===== src/rtl/clex_pkg.sv =====
// Shared types, constants and character-class functions for the C subset lexer.
// No dependencies; every other RTL file imports this package.
`default_nettype none

package clex_pkg;

    localparam int KIND_W = 6;
    localparam int LEN_W  = 9;
    localparam int LINE_W = 20;
    localparam int ERR_W  = 5;

    localparam logic [LINE_W-1:0] LINE_MAX = 20'hFFFFF;

    localparam logic [KIND_W-1:0] TK_END         = 6'd0;
    localparam logic [KIND_W-1:0] TK_DOT         = 6'd2;
    localparam logic [KIND_W-1:0] TK_SLASHASSIGN = 6'd34;
    localparam logic [KIND_W-1:0] TK_SLASH       = 6'd35;
    localparam logic [KIND_W-1:0] TK_CHAR        = 6'd36;
    localparam logic [KIND_W-1:0] TK_INT         = 6'd37;
    localparam logic [KIND_W-1:0] TK_REAL        = 6'd38;
    localparam logic [KIND_W-1:0] TK_STR         = 6'd39;
    localparam logic [KIND_W-1:0] TK_IDENT       = 6'd40;
    localparam logic [KIND_W-1:0] TK_NONE        = 6'd0;
    localparam logic [KIND_W-1:0] DIAG_KIND      = 6'd55;

    localparam logic [ERR_W-1:0] E_NONE      = 5'd0;
    localparam logic [ERR_W-1:0] E_COMMENT   = 5'd1;
    localparam logic [ERR_W-1:0] E_REAL      = 5'd2;
    localparam logic [ERR_W-1:0] E_INT       = 5'd3;
    localparam logic [ERR_W-1:0] E_HEX       = 5'd4;
    localparam logic [ERR_W-1:0] E_OCT       = 5'd5;
    localparam logic [ERR_W-1:0] E_STR_END   = 5'd6;
    localparam logic [ERR_W-1:0] E_STR_ESC   = 5'd7;
    localparam logic [ERR_W-1:0] E_STR_BYTE  = 5'd8;
    localparam logic [ERR_W-1:0] E_CH_CLOSE  = 5'd9;
    localparam logic [ERR_W-1:0] E_CH_ESC    = 5'd10;
    localparam logic [ERR_W-1:0] E_CH_EMPTY  = 5'd11;
    localparam logic [ERR_W-1:0] E_CH_BYTE   = 5'd12;
    localparam logic [ERR_W-1:0] E_HEX_EMPTY = 5'd13;
    localparam logic [ERR_W-1:0] E_BAD_BYTE  = 5'd14;
    localparam logic [ERR_W-1:0] E_LEX_TRUNC = 5'd15;
    localparam logic [ERR_W-1:0] E_STR_TRUNC = 5'd16;

    typedef enum logic [22:0] {
        M_IDLE       = 23'h000001,
        M_OPPEND     = 23'h000002,
        M_DOTPEND    = 23'h000004,
        M_SLASHPEND  = 23'h000008,
        M_BLOCK      = 23'h000010,
        M_BLOCKSTAR  = 23'h000020,
        M_LINE       = 23'h000040,
        M_IDENT      = 23'h000080,
        M_ZERO       = 23'h000100,
        M_HEXSTART   = 23'h000200,
        M_HEX        = 23'h000400,
        M_OCT        = 23'h000800,
        M_INT        = 23'h001000,
        M_FRAC       = 23'h002000,
        M_EXPSTART   = 23'h004000,
        M_EXPDIG     = 23'h008000,
        M_STRING     = 23'h010000,
        M_STRESC     = 23'h020000,
        M_CH1        = 23'h040000,
        M_CH2        = 23'h080000,
        M_CHESC      = 23'h100000,
        M_CHESCCLOSE = 23'h200000,
        M_CHSKIP     = 23'h400000
    } mode_t;

    typedef struct packed {
        logic [KIND_W-1:0] kind;
        logic [LEN_W-1:0]  len;
        logic [LINE_W-1:0] line;
        logic [7:0]        cval;
        logic [ERR_W-1:0]  err;
    } result_t;

    typedef struct packed {
        result_t r;
        logic    last;
    } beat_t;

    typedef struct packed {
        mode_t             mode;
        logic [KIND_W-1:0] pend;
        logic [LEN_W-1:0]  len;
        logic [LINE_W-1:0] line;
        logic [LINE_W-1:0] tline;
        logic [7:0][7:0]   kw;
        logic [7:0]        lit0;
        logic [7:0]        lit1;
    } lex_state_t;

    localparam logic [63:0] KW_TXT [17] = '{
        64'("void"), 64'("char"), 64'("int"), 64'("float"), 64'("const"),
        64'("struct"), 64'("for"), 64'("while"), 64'("do"), 64'("if"),
        64'("else"), 64'("break"), 64'("continue"), 64'("return"),
        64'("switch"), 64'("case"), 64'("default")
    };
    localparam logic [3:0] KW_LEN [17] = '{
        4'd4, 4'd4, 4'd3, 4'd5, 4'd5, 4'd6, 4'd3, 4'd5, 4'd2, 4'd2,
        4'd4, 4'd5, 4'd8, 4'd6, 4'd6, 4'd4, 4'd7
    };
    localparam logic [KIND_W-1:0] KW_KIND [17] = '{
        6'd41, 6'd41, 6'd41, 6'd41, 6'd42, 6'd43, 6'd44, 6'd45, 6'd46,
        6'd47, 6'd48, 6'd49, 6'd50, 6'd51, 6'd52, 6'd53, 6'd54
    };

    function automatic logic is_digit(logic [7:0] c);
        return c inside {["0":"9"]};
    endfunction

    function automatic logic is_alpha(logic [7:0] c);
        return c inside {["a":"z"], ["A":"Z"]};
    endfunction

    function automatic logic is_word(logic [7:0] c);
        return is_digit(c) || is_alpha(c) || (c == "_");
    endfunction

    function automatic logic is_xdigit(logic [7:0] c);
        return is_digit(c) || (c inside {["a":"f"], ["A":"F"]});
    endfunction

    function automatic logic is_space(logic [7:0] c);
        return (c == " ") || (c inside {[8'd9:8'd13]});
    endfunction

    function automatic logic is_print(logic [7:0] c);
        return c inside {[8'h20:8'h7E]};
    endfunction

    function automatic logic [KIND_W-1:0] single_kind(logic [7:0] c);
        logic [KIND_W-1:0] k;
        case (c)
            ",":     k = 6'd1;
            ";":     k = 6'd3;
            "(":     k = 6'd4;
            ")":     k = 6'd5;
            "[":     k = 6'd6;
            "]":     k = 6'd7;
            "{":     k = 6'd8;
            "}":     k = 6'd9;
            "%":     k = 6'd24;
            ":":     k = 6'd25;
            "?":     k = 6'd26;
            "~":     k = 6'd27;
            default: k = TK_NONE;
        endcase
        return k;
    endfunction

    function automatic logic [KIND_W-1:0] pend_kind(logic [7:0] c);
        logic [KIND_W-1:0] k;
        case (c)
            ">":     k = 6'd11;
            "<":     k = 6'd13;
            "=":     k = 6'd15;
            "+":     k = 6'd18;
            "-":     k = 6'd21;
            "*":     k = 6'd23;
            "|":     k = 6'd29;
            "&":     k = 6'd31;
            "!":     k = 6'd33;
            default: k = TK_NONE;
        endcase
        return k;
    endfunction

    function automatic logic [KIND_W-1:0] pair_kind(logic [KIND_W-1:0] base, logic [7:0] c);
        logic [KIND_W-1:0] k;
        k = TK_NONE;
        case (base)
            6'd11:   if (c == "=") k = 6'd10;
            6'd13:   if (c == "=") k = 6'd12;
            6'd15:   if (c == "=") k = 6'd14;
            6'd18:   if (c == "=") k = 6'd16; else if (c == "+") k = 6'd17;
            6'd21:   if (c == "=") k = 6'd19; else if (c == "-") k = 6'd20;
            6'd23:   if (c == "=") k = 6'd22;
            6'd29:   if (c == "|") k = 6'd28;
            6'd31:   if (c == "&") k = 6'd30;
            6'd33:   if (c == "=") k = 6'd32;
            default: k = TK_NONE;
        endcase
        return k;
    endfunction

    function automatic logic esc_ok(logic [7:0] c, logic str);
        return (c inside {"a", "b", "n", "r", "t", 8'h5C}) ||
               (str ? (c == 8'h22) : (c == 8'h27));
    endfunction

    function automatic logic [7:0] esc_value(logic [7:0] c);
        logic [7:0] v;
        case (c)
            "a":     v = 8'd7;
            "b":     v = 8'd8;
            "n":     v = 8'd10;
            "r":     v = 8'd13;
            "t":     v = 8'd9;
            default: v = c;
        endcase
        return v;
    endfunction

    // Keyword lookup over the first eight kept bytes of an identifier.
    function automatic logic [KIND_W-1:0] kw_kind(logic [7:0][7:0] b, logic [LEN_W-1:0] n);
        logic [KIND_W-1:0] k;
        logic              hit;
        int                l;
        k = TK_IDENT;
        for (int i = 16; i >= 0; i--)
        begin
            l   = int'(KW_LEN[i]);
            hit = (n == LEN_W'(KW_LEN[i]));
            for (int j = 0; j < 8; j++)
            begin
                if (j < l && b[j] != KW_TXT[i][8*((l-1-j) & 7) +: 8])
                    hit = 1'b0;
            end
            if (hit)
                k = KW_KIND[i];
        end
        return k;
    endfunction

endpackage

`default_nettype wire


===== src/rtl/clex_fifo.sv =====
// Result queue of the C subset lexer: takes up to three beats per cycle, gives one.
// Depends on clex_pkg for the beat type.
`default_nettype none

module clex_fifo #(
    parameter int DEPTH = 8
) (
    input  wire logic                     clk,
    input  wire logic                     rst_n,
    input  wire logic [1:0]               push_count,
    input  wire clex_pkg::beat_t [2:0]    push_data,
    input  wire logic                     pop,
    output clex_pkg::beat_t               head,
    output logic                          head_valid,
    output logic [$clog2(DEPTH+1)-1:0]    count
);
    import clex_pkg::*;

    localparam int PW = $clog2(DEPTH);
    localparam int CW = $clog2(DEPTH+1);

    beat_t           mem [DEPTH];
    logic [PW-1:0]   wr_ptr_reg;
    logic [PW-1:0]   wr_ptr_next;
    logic [PW-1:0]   rd_ptr_reg;
    logic [PW-1:0]   rd_ptr_next;
    logic [CW-1:0]   count_reg;
    logic [CW-1:0]   count_next;
    logic            do_pop;

    assign do_pop      = pop && (count_reg != '0);
    assign wr_ptr_next = wr_ptr_reg + PW'(push_count);
    assign rd_ptr_next = rd_ptr_reg + PW'(do_pop);
    assign count_next  = count_reg + CW'(push_count) - CW'(do_pop);

    always_ff @(posedge clk)
    begin
        for (int i = 0; i < 3; i++)
        begin
            if (i < int'(push_count))
                mem[wr_ptr_reg + PW'(i)] <= push_data[i];
        end
    end

    always_ff @(posedge clk or negedge rst_n)
    begin
        if (!rst_n)
        begin
            wr_ptr_reg <= '0;
            rd_ptr_reg <= '0;
            count_reg  <= '0;
        end
        else
        begin
            wr_ptr_reg <= wr_ptr_next;
            rd_ptr_reg <= rd_ptr_next;
            count_reg  <= count_next;
        end
    end

    assign head       = mem[rd_ptr_reg];
    assign head_valid = (count_reg != '0);
    assign count      = count_reg;

endmodule

`default_nettype wire


===== src/rtl/clex_step.sv =====
// Scanner state and the per-byte next-state and result logic of the C subset lexer.
// Depends on clex_pkg for state, result types and character classes.
`default_nettype none

module clex_step #(
    parameter int MAX_LEXEME = 64,
    parameter int MAX_STRING = 256
) (
    input  wire logic                 clk,
    input  wire logic                 rst_n,
    input  wire logic                 step_valid,
    input  wire logic [7:0]           step_ch,
    output logic [1:0]                res_count,
    output clex_pkg::beat_t [2:0]     res
);
    import clex_pkg::*;

    localparam logic [LEN_W-1:0] LIM_LEX = LEN_W'(MAX_LEXEME);
    localparam logic [LEN_W-1:0] LIM_STR = LEN_W'(MAX_STRING);

    typedef struct packed {
        lex_state_t       s;
        logic             ok;
        logic [1:0]       n;
        result_t [1:0]    r;
    } feed_t;

    lex_state_t state_reg;
    lex_state_t state_next;
    feed_t      f1;
    feed_t      f2;

    function automatic result_t mk_diag(logic [ERR_W-1:0] err, logic [LINE_W-1:0] line);
        result_t r;
        r.kind = DIAG_KIND;
        r.len  = '0;
        r.line = line;
        r.cval = '0;
        r.err  = err;
        return r;
    endfunction

    function automatic result_t mk_tok(lex_state_t s, logic [KIND_W-1:0] kind,
                                       logic [7:0] cval);
        result_t          r;
        logic [LEN_W-1:0] lim;
        lim    = (kind == TK_STR) ? LIM_STR : LIM_LEX;
        r.kind = kind;
        r.len  = (s.len < lim) ? s.len : lim;
        r.line = s.tline;
        r.cval = cval;
        r.err  = E_NONE;
        return r;
    endfunction

    function automatic feed_t push(feed_t f, result_t r);
        feed_t g;
        g = f;
        g.r[f.n[0]] = r;
        g.n = f.n + 2'd1;
        return g;
    endfunction

    function automatic feed_t app(feed_t f, logic [7:0] c, logic str);
        feed_t            g;
        logic [LEN_W-1:0] lim;
        g   = f;
        lim = str ? LIM_STR : LIM_LEX;
        if (g.s.len < lim)
        begin
            if (g.s.len < LEN_W'(8))
                g.s.kw[g.s.len[2:0]] = c;
            g.s.len = g.s.len + LEN_W'(1);
        end
        else if (g.s.len == lim)
        begin
            g = push(g, mk_diag(str ? E_STR_TRUNC : E_LEX_TRUNC, g.s.line));
            g.s.len = lim + LEN_W'(1);
        end
        return g;
    endfunction

    function automatic feed_t end_num(feed_t f, logic [7:0] c, logic [KIND_W-1:0] kind,
                                      logic [ERR_W-1:0] err);
        feed_t g;
        g = f;
        if (is_word(c))
            g = push(g, mk_diag(err, g.s.line));
        g = push(g, mk_tok(g.s, kind, 8'd0));
        g.s.mode = M_IDLE;
        g.ok = 1'b0;
        return g;
    endfunction

    function automatic feed_t feed(lex_state_t si, logic [7:0] c);
        feed_t             f;
        logic [KIND_W-1:0] k;
        logic [LEN_W-1:0]  n;
        f.s  = si;
        f.ok = 1'b1;
        f.n  = 2'd0;
        f.r  = '0;
        k    = pair_kind(si.pend, c);
        n    = (si.len < LIM_LEX) ? si.len : LIM_LEX;
        case (si.mode)
            M_OPPEND:
            begin
                f.s.mode = M_IDLE;
                if (k != TK_NONE)
                begin
                    f = app(f, c, 1'b0);
                    f = push(f, mk_tok(f.s, k, 8'd0));
                end
                else
                begin
                    f = push(f, mk_tok(f.s, si.pend, 8'd0));
                    f.ok = 1'b0;
                end
            end
            M_DOTPEND:
            begin
                if (is_digit(c))
                begin
                    f = app(f, c, 1'b0);
                    f.s.mode = M_FRAC;
                end
                else
                begin
                    f = push(f, mk_tok(f.s, TK_DOT, 8'd0));
                    f.s.mode = M_IDLE;
                    f.ok = 1'b0;
                end
            end
            M_SLASHPEND:
            begin
                if (c == "*")
                    f.s.mode = M_BLOCK;
                else if (c == "/")
                    f.s.mode = M_LINE;
                else
                begin
                    f.s.mode = M_IDLE;
                    if (c == "=")
                    begin
                        f = app(f, c, 1'b0);
                        f = push(f, mk_tok(f.s, TK_SLASHASSIGN, 8'd0));
                    end
                    else
                    begin
                        f = push(f, mk_tok(f.s, TK_SLASH, 8'd0));
                        f.ok = 1'b0;
                    end
                end
            end
            M_BLOCK, M_BLOCKSTAR:
            begin
                if (c == 8'd0)
                begin
                    f = push(f, mk_diag(E_COMMENT, si.tline));
                    f.s.mode = M_IDLE;
                    f.ok = 1'b0;
                end
                else if (si.mode == M_BLOCKSTAR && c == "/")
                    f.s.mode = M_IDLE;
                else
                    f.s.mode = (c == "*") ? M_BLOCKSTAR : M_BLOCK;
            end
            M_LINE:
            begin
                if (c == 8'd0)
                begin
                    f.s.mode = M_IDLE;
                    f.ok = 1'b0;
                end
                else if (c == 8'd10)
                    f.s.mode = M_IDLE;
            end
            M_IDENT:
            begin
                if (is_word(c))
                    f = app(f, c, 1'b0);
                else
                begin
                    f = push(f, mk_tok(f.s, kw_kind(si.kw, n), 8'd0));
                    f.s.mode = M_IDLE;
                    f.ok = 1'b0;
                end
            end
            M_ZERO:
            begin
                if (c == "x" || c == "X")
                begin
                    f = app(f, c, 1'b0);
                    f.s.mode = M_HEXSTART;
                end
                else if (c inside {["0":"7"]})
                begin
                    f = app(f, c, 1'b0);
                    f.s.mode = M_OCT;
                end
                else if (c == "8" || c == "9")
                begin
                    f = app(f, c, 1'b0);
                    f.s.mode = M_INT;
                end
                else if (c == ".")
                begin
                    f = app(f, c, 1'b0);
                    f.s.mode = M_FRAC;
                end
                else if (c == "e" || c == "E")
                begin
                    f = app(f, c, 1'b0);
                    f.s.mode = M_EXPSTART;
                end
                else
                    f = end_num(f, c, TK_INT, E_INT);
            end
            M_HEXSTART:
            begin
                if (is_xdigit(c))
                begin
                    f = app(f, c, 1'b0);
                    f.s.mode = M_HEX;
                end
                else
                begin
                    f = push(f, mk_diag(E_HEX_EMPTY, si.line));
                    f.s.mode = M_IDLE;
                    f.ok = 1'b0;
                end
            end
            M_HEX:
            begin
                if (is_xdigit(c))
                    f = app(f, c, 1'b0);
                else
                    f = end_num(f, c, TK_INT, E_HEX);
            end
            M_OCT:
            begin
                if (c inside {["0":"7"]})
                    f = app(f, c, 1'b0);
                else
                    f = end_num(f, c, TK_INT, E_OCT);
            end
            M_INT:
            begin
                if (is_digit(c))
                    f = app(f, c, 1'b0);
                else if (c == ".")
                begin
                    f = app(f, c, 1'b0);
                    f.s.mode = M_FRAC;
                end
                else if (c == "e" || c == "E")
                begin
                    f = app(f, c, 1'b0);
                    f.s.mode = M_EXPSTART;
                end
                else
                    f = end_num(f, c, TK_INT, E_INT);
            end
            M_FRAC:
            begin
                if (is_digit(c))
                    f = app(f, c, 1'b0);
                else if (c == "e" || c == "E")
                begin
                    f = app(f, c, 1'b0);
                    f.s.mode = M_EXPSTART;
                end
                else
                    f = end_num(f, c, TK_REAL, E_REAL);
            end
            M_EXPSTART:
            begin
                if (c == "+" || c == "-" || is_digit(c))
                begin
                    f = app(f, c, 1'b0);
                    f.s.mode = M_EXPDIG;
                end
                else
                    f = end_num(f, c, TK_REAL, E_REAL);
            end
            M_EXPDIG:
            begin
                if (is_digit(c))
                    f = app(f, c, 1'b0);
                else
                    f = end_num(f, c, TK_REAL, E_REAL);
            end
            M_STRING:
            begin
                if (c == 8'd0)
                begin
                    f = push(f, mk_diag(E_STR_END, si.line));
                    f = push(f, mk_tok(f.s, TK_STR, 8'd0));
                    f.s.mode = M_IDLE;
                    f.ok = 1'b0;
                end
                else if (c == 8'h5C)
                begin
                    f = app(f, c, 1'b1);
                    f.s.mode = M_STRESC;
                end
                else if (c == 8'h22)
                begin
                    f = app(f, c, 1'b1);
                    f = push(f, mk_tok(f.s, TK_STR, 8'd0));
                    f.s.mode = M_IDLE;
                end
                else if (!is_print(c) && !is_space(c))
                    f = push(f, mk_diag(E_STR_BYTE, si.line));
                else
                    f = app(f, c, 1'b1);
            end
            M_STRESC:
            begin
                if (esc_ok(c, 1'b1))
                begin
                    f = app(f, c, 1'b1);
                    f.s.mode = M_STRING;
                end
                else
                begin
                    f = push(f, mk_diag(E_STR_ESC, si.line));
                    f = push(f, mk_tok(f.s, TK_STR, 8'd0));
                    f.s.mode = M_IDLE;
                    f.ok = 1'b0;
                end
            end
            M_CH1:
            begin
                if (c == 8'h5C)
                    f.s.mode = M_CHESC;
                else
                begin
                    f.s.mode = M_IDLE;
                    if (c == 8'h27)
                        f = push(f, mk_diag(E_CH_EMPTY, si.tline));
                    else if (!is_print(c))
                    begin
                        f = push(f, mk_diag(E_CH_BYTE, si.tline));
                        if (c == 8'd0)
                            f.ok = 1'b0;
                        else
                            f.s.mode = M_CHSKIP;
                    end
                    else
                    begin
                        f.s.lit0 = c;
                        f.s.mode = M_CH2;
                    end
                end
            end
            M_CH2:
            begin
                f.s.mode = M_IDLE;
                if (c == 8'h27)
                begin
                    f.s.len = LEN_W'(3);
                    f = push(f, mk_tok(f.s, TK_CHAR, si.lit0));
                end
                else
                begin
                    f = push(f, mk_diag(E_CH_CLOSE, si.tline));
                    f.ok = (c != 8'd0);
                end
            end
            M_CHESC:
            begin
                if (esc_ok(c, 1'b0))
                begin
                    f.s.lit1 = c;
                    f.s.mode = M_CHESCCLOSE;
                end
                else
                begin
                    f.s.mode = M_IDLE;
                    f = push(f, mk_diag(E_CH_ESC, si.tline));
                    f.ok = (c != 8'd0);
                end
            end
            M_CHESCCLOSE:
            begin
                f.s.mode = M_IDLE;
                if (c == 8'h27)
                begin
                    f.s.len = LEN_W'(4);
                    f = push(f, mk_tok(f.s, TK_CHAR, esc_value(si.lit1)));
                end
                else
                begin
                    f = push(f, mk_diag(E_CH_CLOSE, si.tline));
                    f.ok = 1'b0;
                end
            end
            M_CHSKIP:
            begin
                f.s.mode = M_IDLE;
                f.ok = (c != 8'd0);
            end
            default:
            begin
                f.s.mode = M_IDLE;
                if (c == 8'd0)
                begin
                    f = push(f, mk_diag(E_NONE, si.line));
                    f.r[0].kind = TK_END;
                    f.s.line  = LINE_W'(1);
                    f.s.tline = LINE_W'(1);
                end
                else if (!is_space(c))
                begin
                    f.s.tline = si.line;
                    f.s.len   = '0;
                    if (single_kind(c) != TK_NONE)
                    begin
                        f = app(f, c, 1'b0);
                        f = push(f, mk_tok(f.s, single_kind(c), 8'd0));
                    end
                    else if (pend_kind(c) != TK_NONE)
                    begin
                        f = app(f, c, 1'b0);
                        f.s.pend = pend_kind(c);
                        f.s.mode = M_OPPEND;
                    end
                    else if (c == ".")
                    begin
                        f = app(f, c, 1'b0);
                        f.s.mode = M_DOTPEND;
                    end
                    else if (c == "/")
                    begin
                        f = app(f, c, 1'b0);
                        f.s.mode = M_SLASHPEND;
                    end
                    else if (c == 8'h22)
                    begin
                        f = app(f, c, 1'b1);
                        f.s.mode = M_STRING;
                    end
                    else if (c == 8'h27)
                        f.s.mode = M_CH1;
                    else if (c == "0")
                    begin
                        f = app(f, c, 1'b0);
                        f.s.mode = M_ZERO;
                    end
                    else if (is_digit(c))
                    begin
                        f = app(f, c, 1'b0);
                        f.s.mode = M_INT;
                    end
                    else if (is_alpha(c) || c == "_")
                    begin
                        f = app(f, c, 1'b0);
                        f.s.mode = M_IDENT;
                    end
                    else
                        f = push(f, mk_diag(E_BAD_BYTE, si.line));
                end
            end
        endcase
        return f;
    endfunction

    always_comb
    begin
        logic [1:0] cnt;
        f1 = feed(state_reg, step_ch);
        if (!f1.ok)
            f2 = feed(f1.s, step_ch);
        else
        begin
            f2    = f1;
            f2.n  = 2'd0;
        end
        state_next = f2.s;
        if (step_ch == 8'd10 && state_next.line < LINE_MAX)
            state_next.line = state_next.line + LINE_W'(1);

        res = '0;
        cnt = 2'd0;
        for (int i = 0; i < 2; i++)
        begin
            if (i < int'(f1.n) && cnt != 2'd3)
            begin
                res[cnt].r = f1.r[i];
                cnt = cnt + 2'd1;
            end
        end
        for (int i = 0; i < 2; i++)
        begin
            if (i < int'(f2.n) && cnt != 2'd3)
            begin
                res[cnt].r = f2.r[i];
                cnt = cnt + 2'd1;
            end
        end
        if (cnt != 2'd0)
            res[cnt - 2'd1].last = 1'b1;
        res_count = step_valid ? cnt : 2'd0;
    end

    always_ff @(posedge clk or negedge rst_n)
    begin
        if (!rst_n)
        begin
            state_reg.mode  <= M_IDLE;
            state_reg.pend  <= '0;
            state_reg.len   <= '0;
            state_reg.line  <= LINE_W'(1);
            state_reg.tline <= LINE_W'(1);
            state_reg.kw    <= '0;
            state_reg.lit0  <= '0;
            state_reg.lit1  <= '0;
        end
        else if (step_valid)
        begin
            state_reg <= state_next;
        end
    end

endmodule

`default_nettype wire


===== src/rtl/c_subset_lexer.sv =====
// Top level of the C subset lexer: input register, scanner step and result queue.
// Depends on clex_pkg, clex_step and clex_fifo.
//
//   Channel   Handshake             Beat contents
//   input     in_valid / in_ready   ch
//   output    out_valid / out_ready token_kind, token_length, start_line, char_value,
//                                   error_code, last_result
//
// A byte is registered on acceptance and lexed in the next cycle; its result beats go
// into the queue. One byte is taken per cycle while in_ready is high; a byte yields
// zero to three result beats that drain one per cycle while out_ready is high from an
// eight-entry queue, and in_ready falls when that queue holds more than two beats.
// Reset clears the scanner to idle at line one.
`default_nettype none

module c_subset_lexer #(
    parameter int MAX_LEXEME = 64,
    parameter int MAX_STRING = 256
) (
    input  wire logic        clk,
    input  wire logic        rst_n,
    input  wire logic        in_valid,
    output logic             in_ready,
    input  wire logic [7:0]  ch,
    output logic             out_valid,
    input  wire logic        out_ready,
    output logic [5:0]       token_kind,
    output logic [8:0]       token_length,
    output logic [19:0]      start_line,
    output logic [7:0]       char_value,
    output logic [4:0]       error_code,
    output logic             last_result
);
    import clex_pkg::*;

    localparam int DEPTH = 8;
    localparam int CW    = $clog2(DEPTH+1);

    logic             in_valid_reg;
    logic [7:0]       ch_reg;
    logic [1:0]       res_count;
    beat_t [2:0]      res;
    beat_t            head;
    logic             head_valid;
    logic [CW-1:0]    fifo_count;

    assign in_ready = (fifo_count <= CW'(DEPTH - 6));

    always_ff @(posedge clk or negedge rst_n)
    begin
        if (!rst_n)
            in_valid_reg <= 1'b0;
        else
            in_valid_reg <= in_valid && in_ready;
    end

    always_ff @(posedge clk)
    begin
        if (in_valid && in_ready)
            ch_reg <= ch;
    end

    clex_step #(
        .MAX_LEXEME (MAX_LEXEME),
        .MAX_STRING (MAX_STRING)
    ) u_step (
        .clk        (clk),
        .rst_n      (rst_n),
        .step_valid (in_valid_reg),
        .step_ch    (ch_reg),
        .res_count  (res_count),
        .res        (res)
    );

    clex_fifo #(
        .DEPTH (DEPTH)
    ) u_fifo (
        .clk        (clk),
        .rst_n      (rst_n),
        .push_count (res_count),
        .push_data  (res),
        .pop        (out_ready),
        .head       (head),
        .head_valid (head_valid),
        .count      (fifo_count)
    );

    assign out_valid    = head_valid;
    assign token_kind   = head.r.kind;
    assign token_length = head.r.len;
    assign start_line   = head.r.line;
    assign char_value   = head.r.cval;
    assign error_code   = head.r.err;
    assign last_result  = head.last;

    a_no_overflow: assert property (@(posedge clk) disable iff (!rst_n)
        in_valid_reg |-> (fifo_count <= CW'(DEPTH - 3)))
        else $error("result queue could overflow");

    a_line_nonzero: assert property (@(posedge clk) disable iff (!rst_n)
        out_valid |-> (start_line != '0))
        else $error("result beat carries line zero");

    a_last_closes: assert property (@(posedge clk) disable iff (!rst_n)
        (res_count != 2'd0) |-> res[res_count - 2'd1].last)
        else $error("final beat of a byte not marked last");

endmodule

`default_nettype wire


===== config.mk =====
export PLATFORM = sky130hd
export DESIGN_NAME = c_subset_lexer
export DESIGN_NICKNAME = d
export VERILOG_FILES = /design/src/rtl/clex_pkg.sv /design/src/rtl/clex_fifo.sv /design/src/rtl/clex_step.sv /design/src/rtl/c_subset_lexer.sv
export SDC_FILE = /design/constraint.sdc
export NUM_CORES = 2
export LEC_CHECK = 0
export BUFFER_PORTS_ARGS = -buffer_cell sky130_fd_sc_hd__clkbuf_2
export CAP_MARGIN = 20
export CORE_MARGIN = 4
export CORE_UTILIZATION = 25
export CTS_BUF_LIST = sky130_fd_sc_hd__clkbuf_8
export DETAILED_ROUTE_END_ITERATION = 8
export PLACE_DENSITY_LB_ADDON = 0.08
export SLEW_MARGIN = 20
export SYNTH_ARGS = -nofsm -noshare
export SYNTH_HDL_FRONTEND = slang
export SYNTH_SLANG_ARGS = --single-unit

===== constraint.sdc =====
create_clock -name clk -period 14.8 [get_ports clk]
set_input_delay 1.48 -clock clk [delete_from_list [all_inputs] [get_ports clk]]
set_output_delay 1.48 -clock clk [all_outputs]
set_load 0.01 [all_outputs]

==> impl_metrics.yaml <==
detailed_routing:
  ant_nets: 0
  via_per_inst: 6.21
  drc: 0
  vias: 43400
  wirelength_um: 259000
  drt_iter0_markers: 5725
  firstDrtPassIters: 6
  wl_per_cell_um: 37.0
clock_tree:
  clk_pin_slew_worst_paths_ns: 0.06
  h-tree-depth: 3
  numCtsBuffers: 111
  root_buffer: "clkbuf_8"
  clk-insertion-delay-late_ns: 0.91
  postCtsHoldBufs: 0
  cts_buffer_depth: 3
  cts_tree: "yes"
  postCtsSetupRepairBufs: 0
  cts-resized-gates: 0
  clkSinkCount: 569
run:
  drv_cap: 0
synthesis:
  synth_area_um2: 42200
  synth_ff_type: "edfxtp_1"
  synth_edf_count: 400
  ys_seq_area_share_pct: 38.5
  ys_warn_count: 0
  synthCells: 4716
  async_reset_ff_share_pct: 29.7
  ys_ff_latch: 569
  avgSynthCellArea_um2: 8.95
  synthDistinctLibCells: 126
global_route:
  grt_pass1_vias: 42000
  antenna_found_initial: 9
  grt.overflow.total: 0
  track_usage_pct: 28.7
  grt_pass1_wl_um: 357000
  grt_max_degree: 105
pwr:
  comb_power_share_pct: 52.2
  clockPowerShare_pct: 20.5
  leakagePower_nw: 16.3
  power.internal_mw: 4.21
  power.switching_mw: 4.11
  p_per_area_nw_per_um2: 175
  netSwitchingFraction_pct: 49.4
  ir_drop_mv: 0.0995
  seq_power_share_pct: 27.3
  power_mw: 8.32
timing:
  fmax_ghz: 0.133
  slew_headroom_pct: 13.8
  rsz0062_at_grt: "no"
  tightestPinTransition_ns: 1.29
  finalSetupTns_ns: 0
  period_minus_slack_ns: 7.51
  finalSetupViolations: 0
  hold_viol: 0
  hold_slack_ns: 0.497
  fin_skew_ns: 0.0754
  maxSlewViolCount: 0
  min_period_over_period_pct: 50.7
floorplanning:
  die_w_um: 419
  initial_core_util_pct: 25.2
  dieArea_um2: 175000
  pin_count: 63
  die_h_um: 419
  num_rows: 150
  core_area_um2: 167000
final_layout:
  largest_reg_flops: 392
  postLayoutCellArea_um2: 47700
  fin_util_pct: 28.5
  regArea_um2: 16300
  multi_input_area_um2: 24300
  fill_cells: 18000
  drive_gt1_share_pct: 16.4
  nNetsFinal: 4716
  area_growth_pct: 13.1
setup_path:
  crit_required_ns: 15.37
  crit_type: "flop to flop"
  start_kind: "flop"
  crit_fanout: 22
  endpoint_kind: "flop"
  crit_arrival_ns: 8.08
place:
  gp_congestion: 1.02
  place_area_um2: 45400
  hpwlAfterDp_um: 184000
  portBuffers: 62
hold_path:
  min_path_type: "flop to flop"
outcome:
  status: "finished clean"
worst paths after layout:
check	from	endpoint	slack, ns	depth (start not counted)
max	u_step.state_reg[145]$_DFFE_PN0P_	u_fifo.mem[3][31]$_DFFE_PP_	7.29	12
min	u_step.state_reg[79]$_DFFE_PN0P_	u_step.state_reg[79]$_DFFE_PN0P_	0.50	1
max reg2reg	u_step.state_reg[145]$_DFFE_PN0P_	u_fifo.mem[3][31]$_DFFE_PP_	7.29	12
min reg2reg	u_step.state_reg[79]$_DFFE_PN0P_	u_step.state_reg[79]$_DFFE_PN0P_	0.50	1
max in group asynchronous	rst_n	in_valid_reg$_DFF_PN0_	12.77	2
min in group asynchronous	rst_n	u_step.state_reg[39]$_DFFE_PN0P_	0.58	1
power by group through the flow:
| stage | Combinational, mW | Sequential, mW | Clock, mW |
|---|---|---|---|
| 2_1_floorplan | 2.60 | 2.11 | 0 |
| 3_3_place_gp | 4.27 | 2.30 | 0 |
| 5_1_grt | 4.57 | 2.29 | 1.83 |
| 6_report | 4.34 | 2.27 | 1.71 |
| 3_5_place_dp | 4.26 | 2.30 | 0 |
| 4_1_cts | 4.27 | 2.27 | 1.76 |
routing by layer:
metal,track usage [%],vias up,part of all wire [%]
met5,0,-,0
met4,16.3,0,6.7
met3,5.76,690,8.2
met2,43.0,2480,43
met1,38.5,22000,42
li1,-,18200,-
final cells by class:
cell class	instances	area share (%)
multi-input cells	3677	50.9
flip-flops and latches	569	34.1
well taps	2204	5.78
repair buffers	269	3.95
clock buffers	121	3.49
clock inverters	88	1.29
inverters	57	0.454
diodes	8	0.0420
layout by cell type, fill, tap and decap left out, types with 41 or more instances in the layout:
cell type | Yosys | final
mux2i_1 | 46 | 46
mux2_2 | 64 | 64
and3_1 | 41 | 41
o21ai_1 | 74 | 76
o21ai_0 | 405 | 395
a22o_1 | 85 | 85
nand3_1 | 168 | 168
mux4_2 | 98 | 98
inv_1 | 52 | 84
o211ai_1 | 140 | 140
a22oi_1 | 125 | 124
clkbuf_8 | 0 | 122
nor2_1 | 341 | 332
buf_4 | 21 | 206
nor3_1 | 126 | 113
nand4_1 | 65 | 65
nor4_1 | 64 | 59
edfxtp_1 | 400 | 400
dfrtp_1 | 166 | 162
clkbuf_2 | 0 | 61
nand2_1 | 650 | 648
a21oi_1 | 303 | 297
worst max-delay path, cell delays in order, from the launching register on:
cell      delay [ns]
dfrtp_1         0.48
nor4_4          0.68
nand4_1         0.68
a21oi_1         1.22
nor4_1          0.17
and3_4          0.36
nor4_1          0.59
and4_4          0.40
mux2i_4         0.22
buf_4           0.35
nand3_1         0.76
nand2_1         1.02
o221ai_1        0.26
synthesized netlist by cell type (all sizes together), types with 43 or more instances:
| cell type | instances | area (µm²) |
|---|---|---|
| nand2 | 653 | 2460 |
| inv | 55 | 209 |
| nand3 | 170 | 861 |
| a22oi | 125 | 938 |
| edfxtp | 400 | 12000 |
| mux2 | 64 | 721 |
| nor4 | 75 | 573 |
| nand4 | 67 | 440 |
| buf | 168 | 908 |
| o211ai | 143 | 1090 |
| mux4 | 98 | 2210 |
| o21ai | 483 | 2430 |
| mux2i | 47 | 483 |
| a31oi | 43 | 307 |
| a21oi | 314 | 1640 |
| nor3 | 151 | 900 |
| dfrtp | 166 | 4150 |
| nor2 | 343 | 1290 |
| clkbuf | 246 | 923 |
| a22o | 85 | 744 |
stage by stage:
step	std cells	setup slack, ns
2_1_floorplan	4717	7.36
3_3_place_gp	6775	7.73
3_5_place_dp	6775	7.51
4_1_cts	6984	7.49
5_1_grt	6986	7.22
6_report	6993	7.29
cell families after synthesis:
family | count (synthesis) | share of synthesized area [%]
AO/OA/AOI/OAI | 1632 | 26.2
other | 1 | 0.00889
AND/OR/NAND/NOR | 1791 | 21.3
buffers and inverters | 471 | 4.86
flip-flops | 569 | 38.5
multiplexers | 209 | 8.09
XOR/XNOR | 24 | 0.498
adder cells (fa/ha/maj) | 19 | 0.599
(Power assumes the default switching activity.)
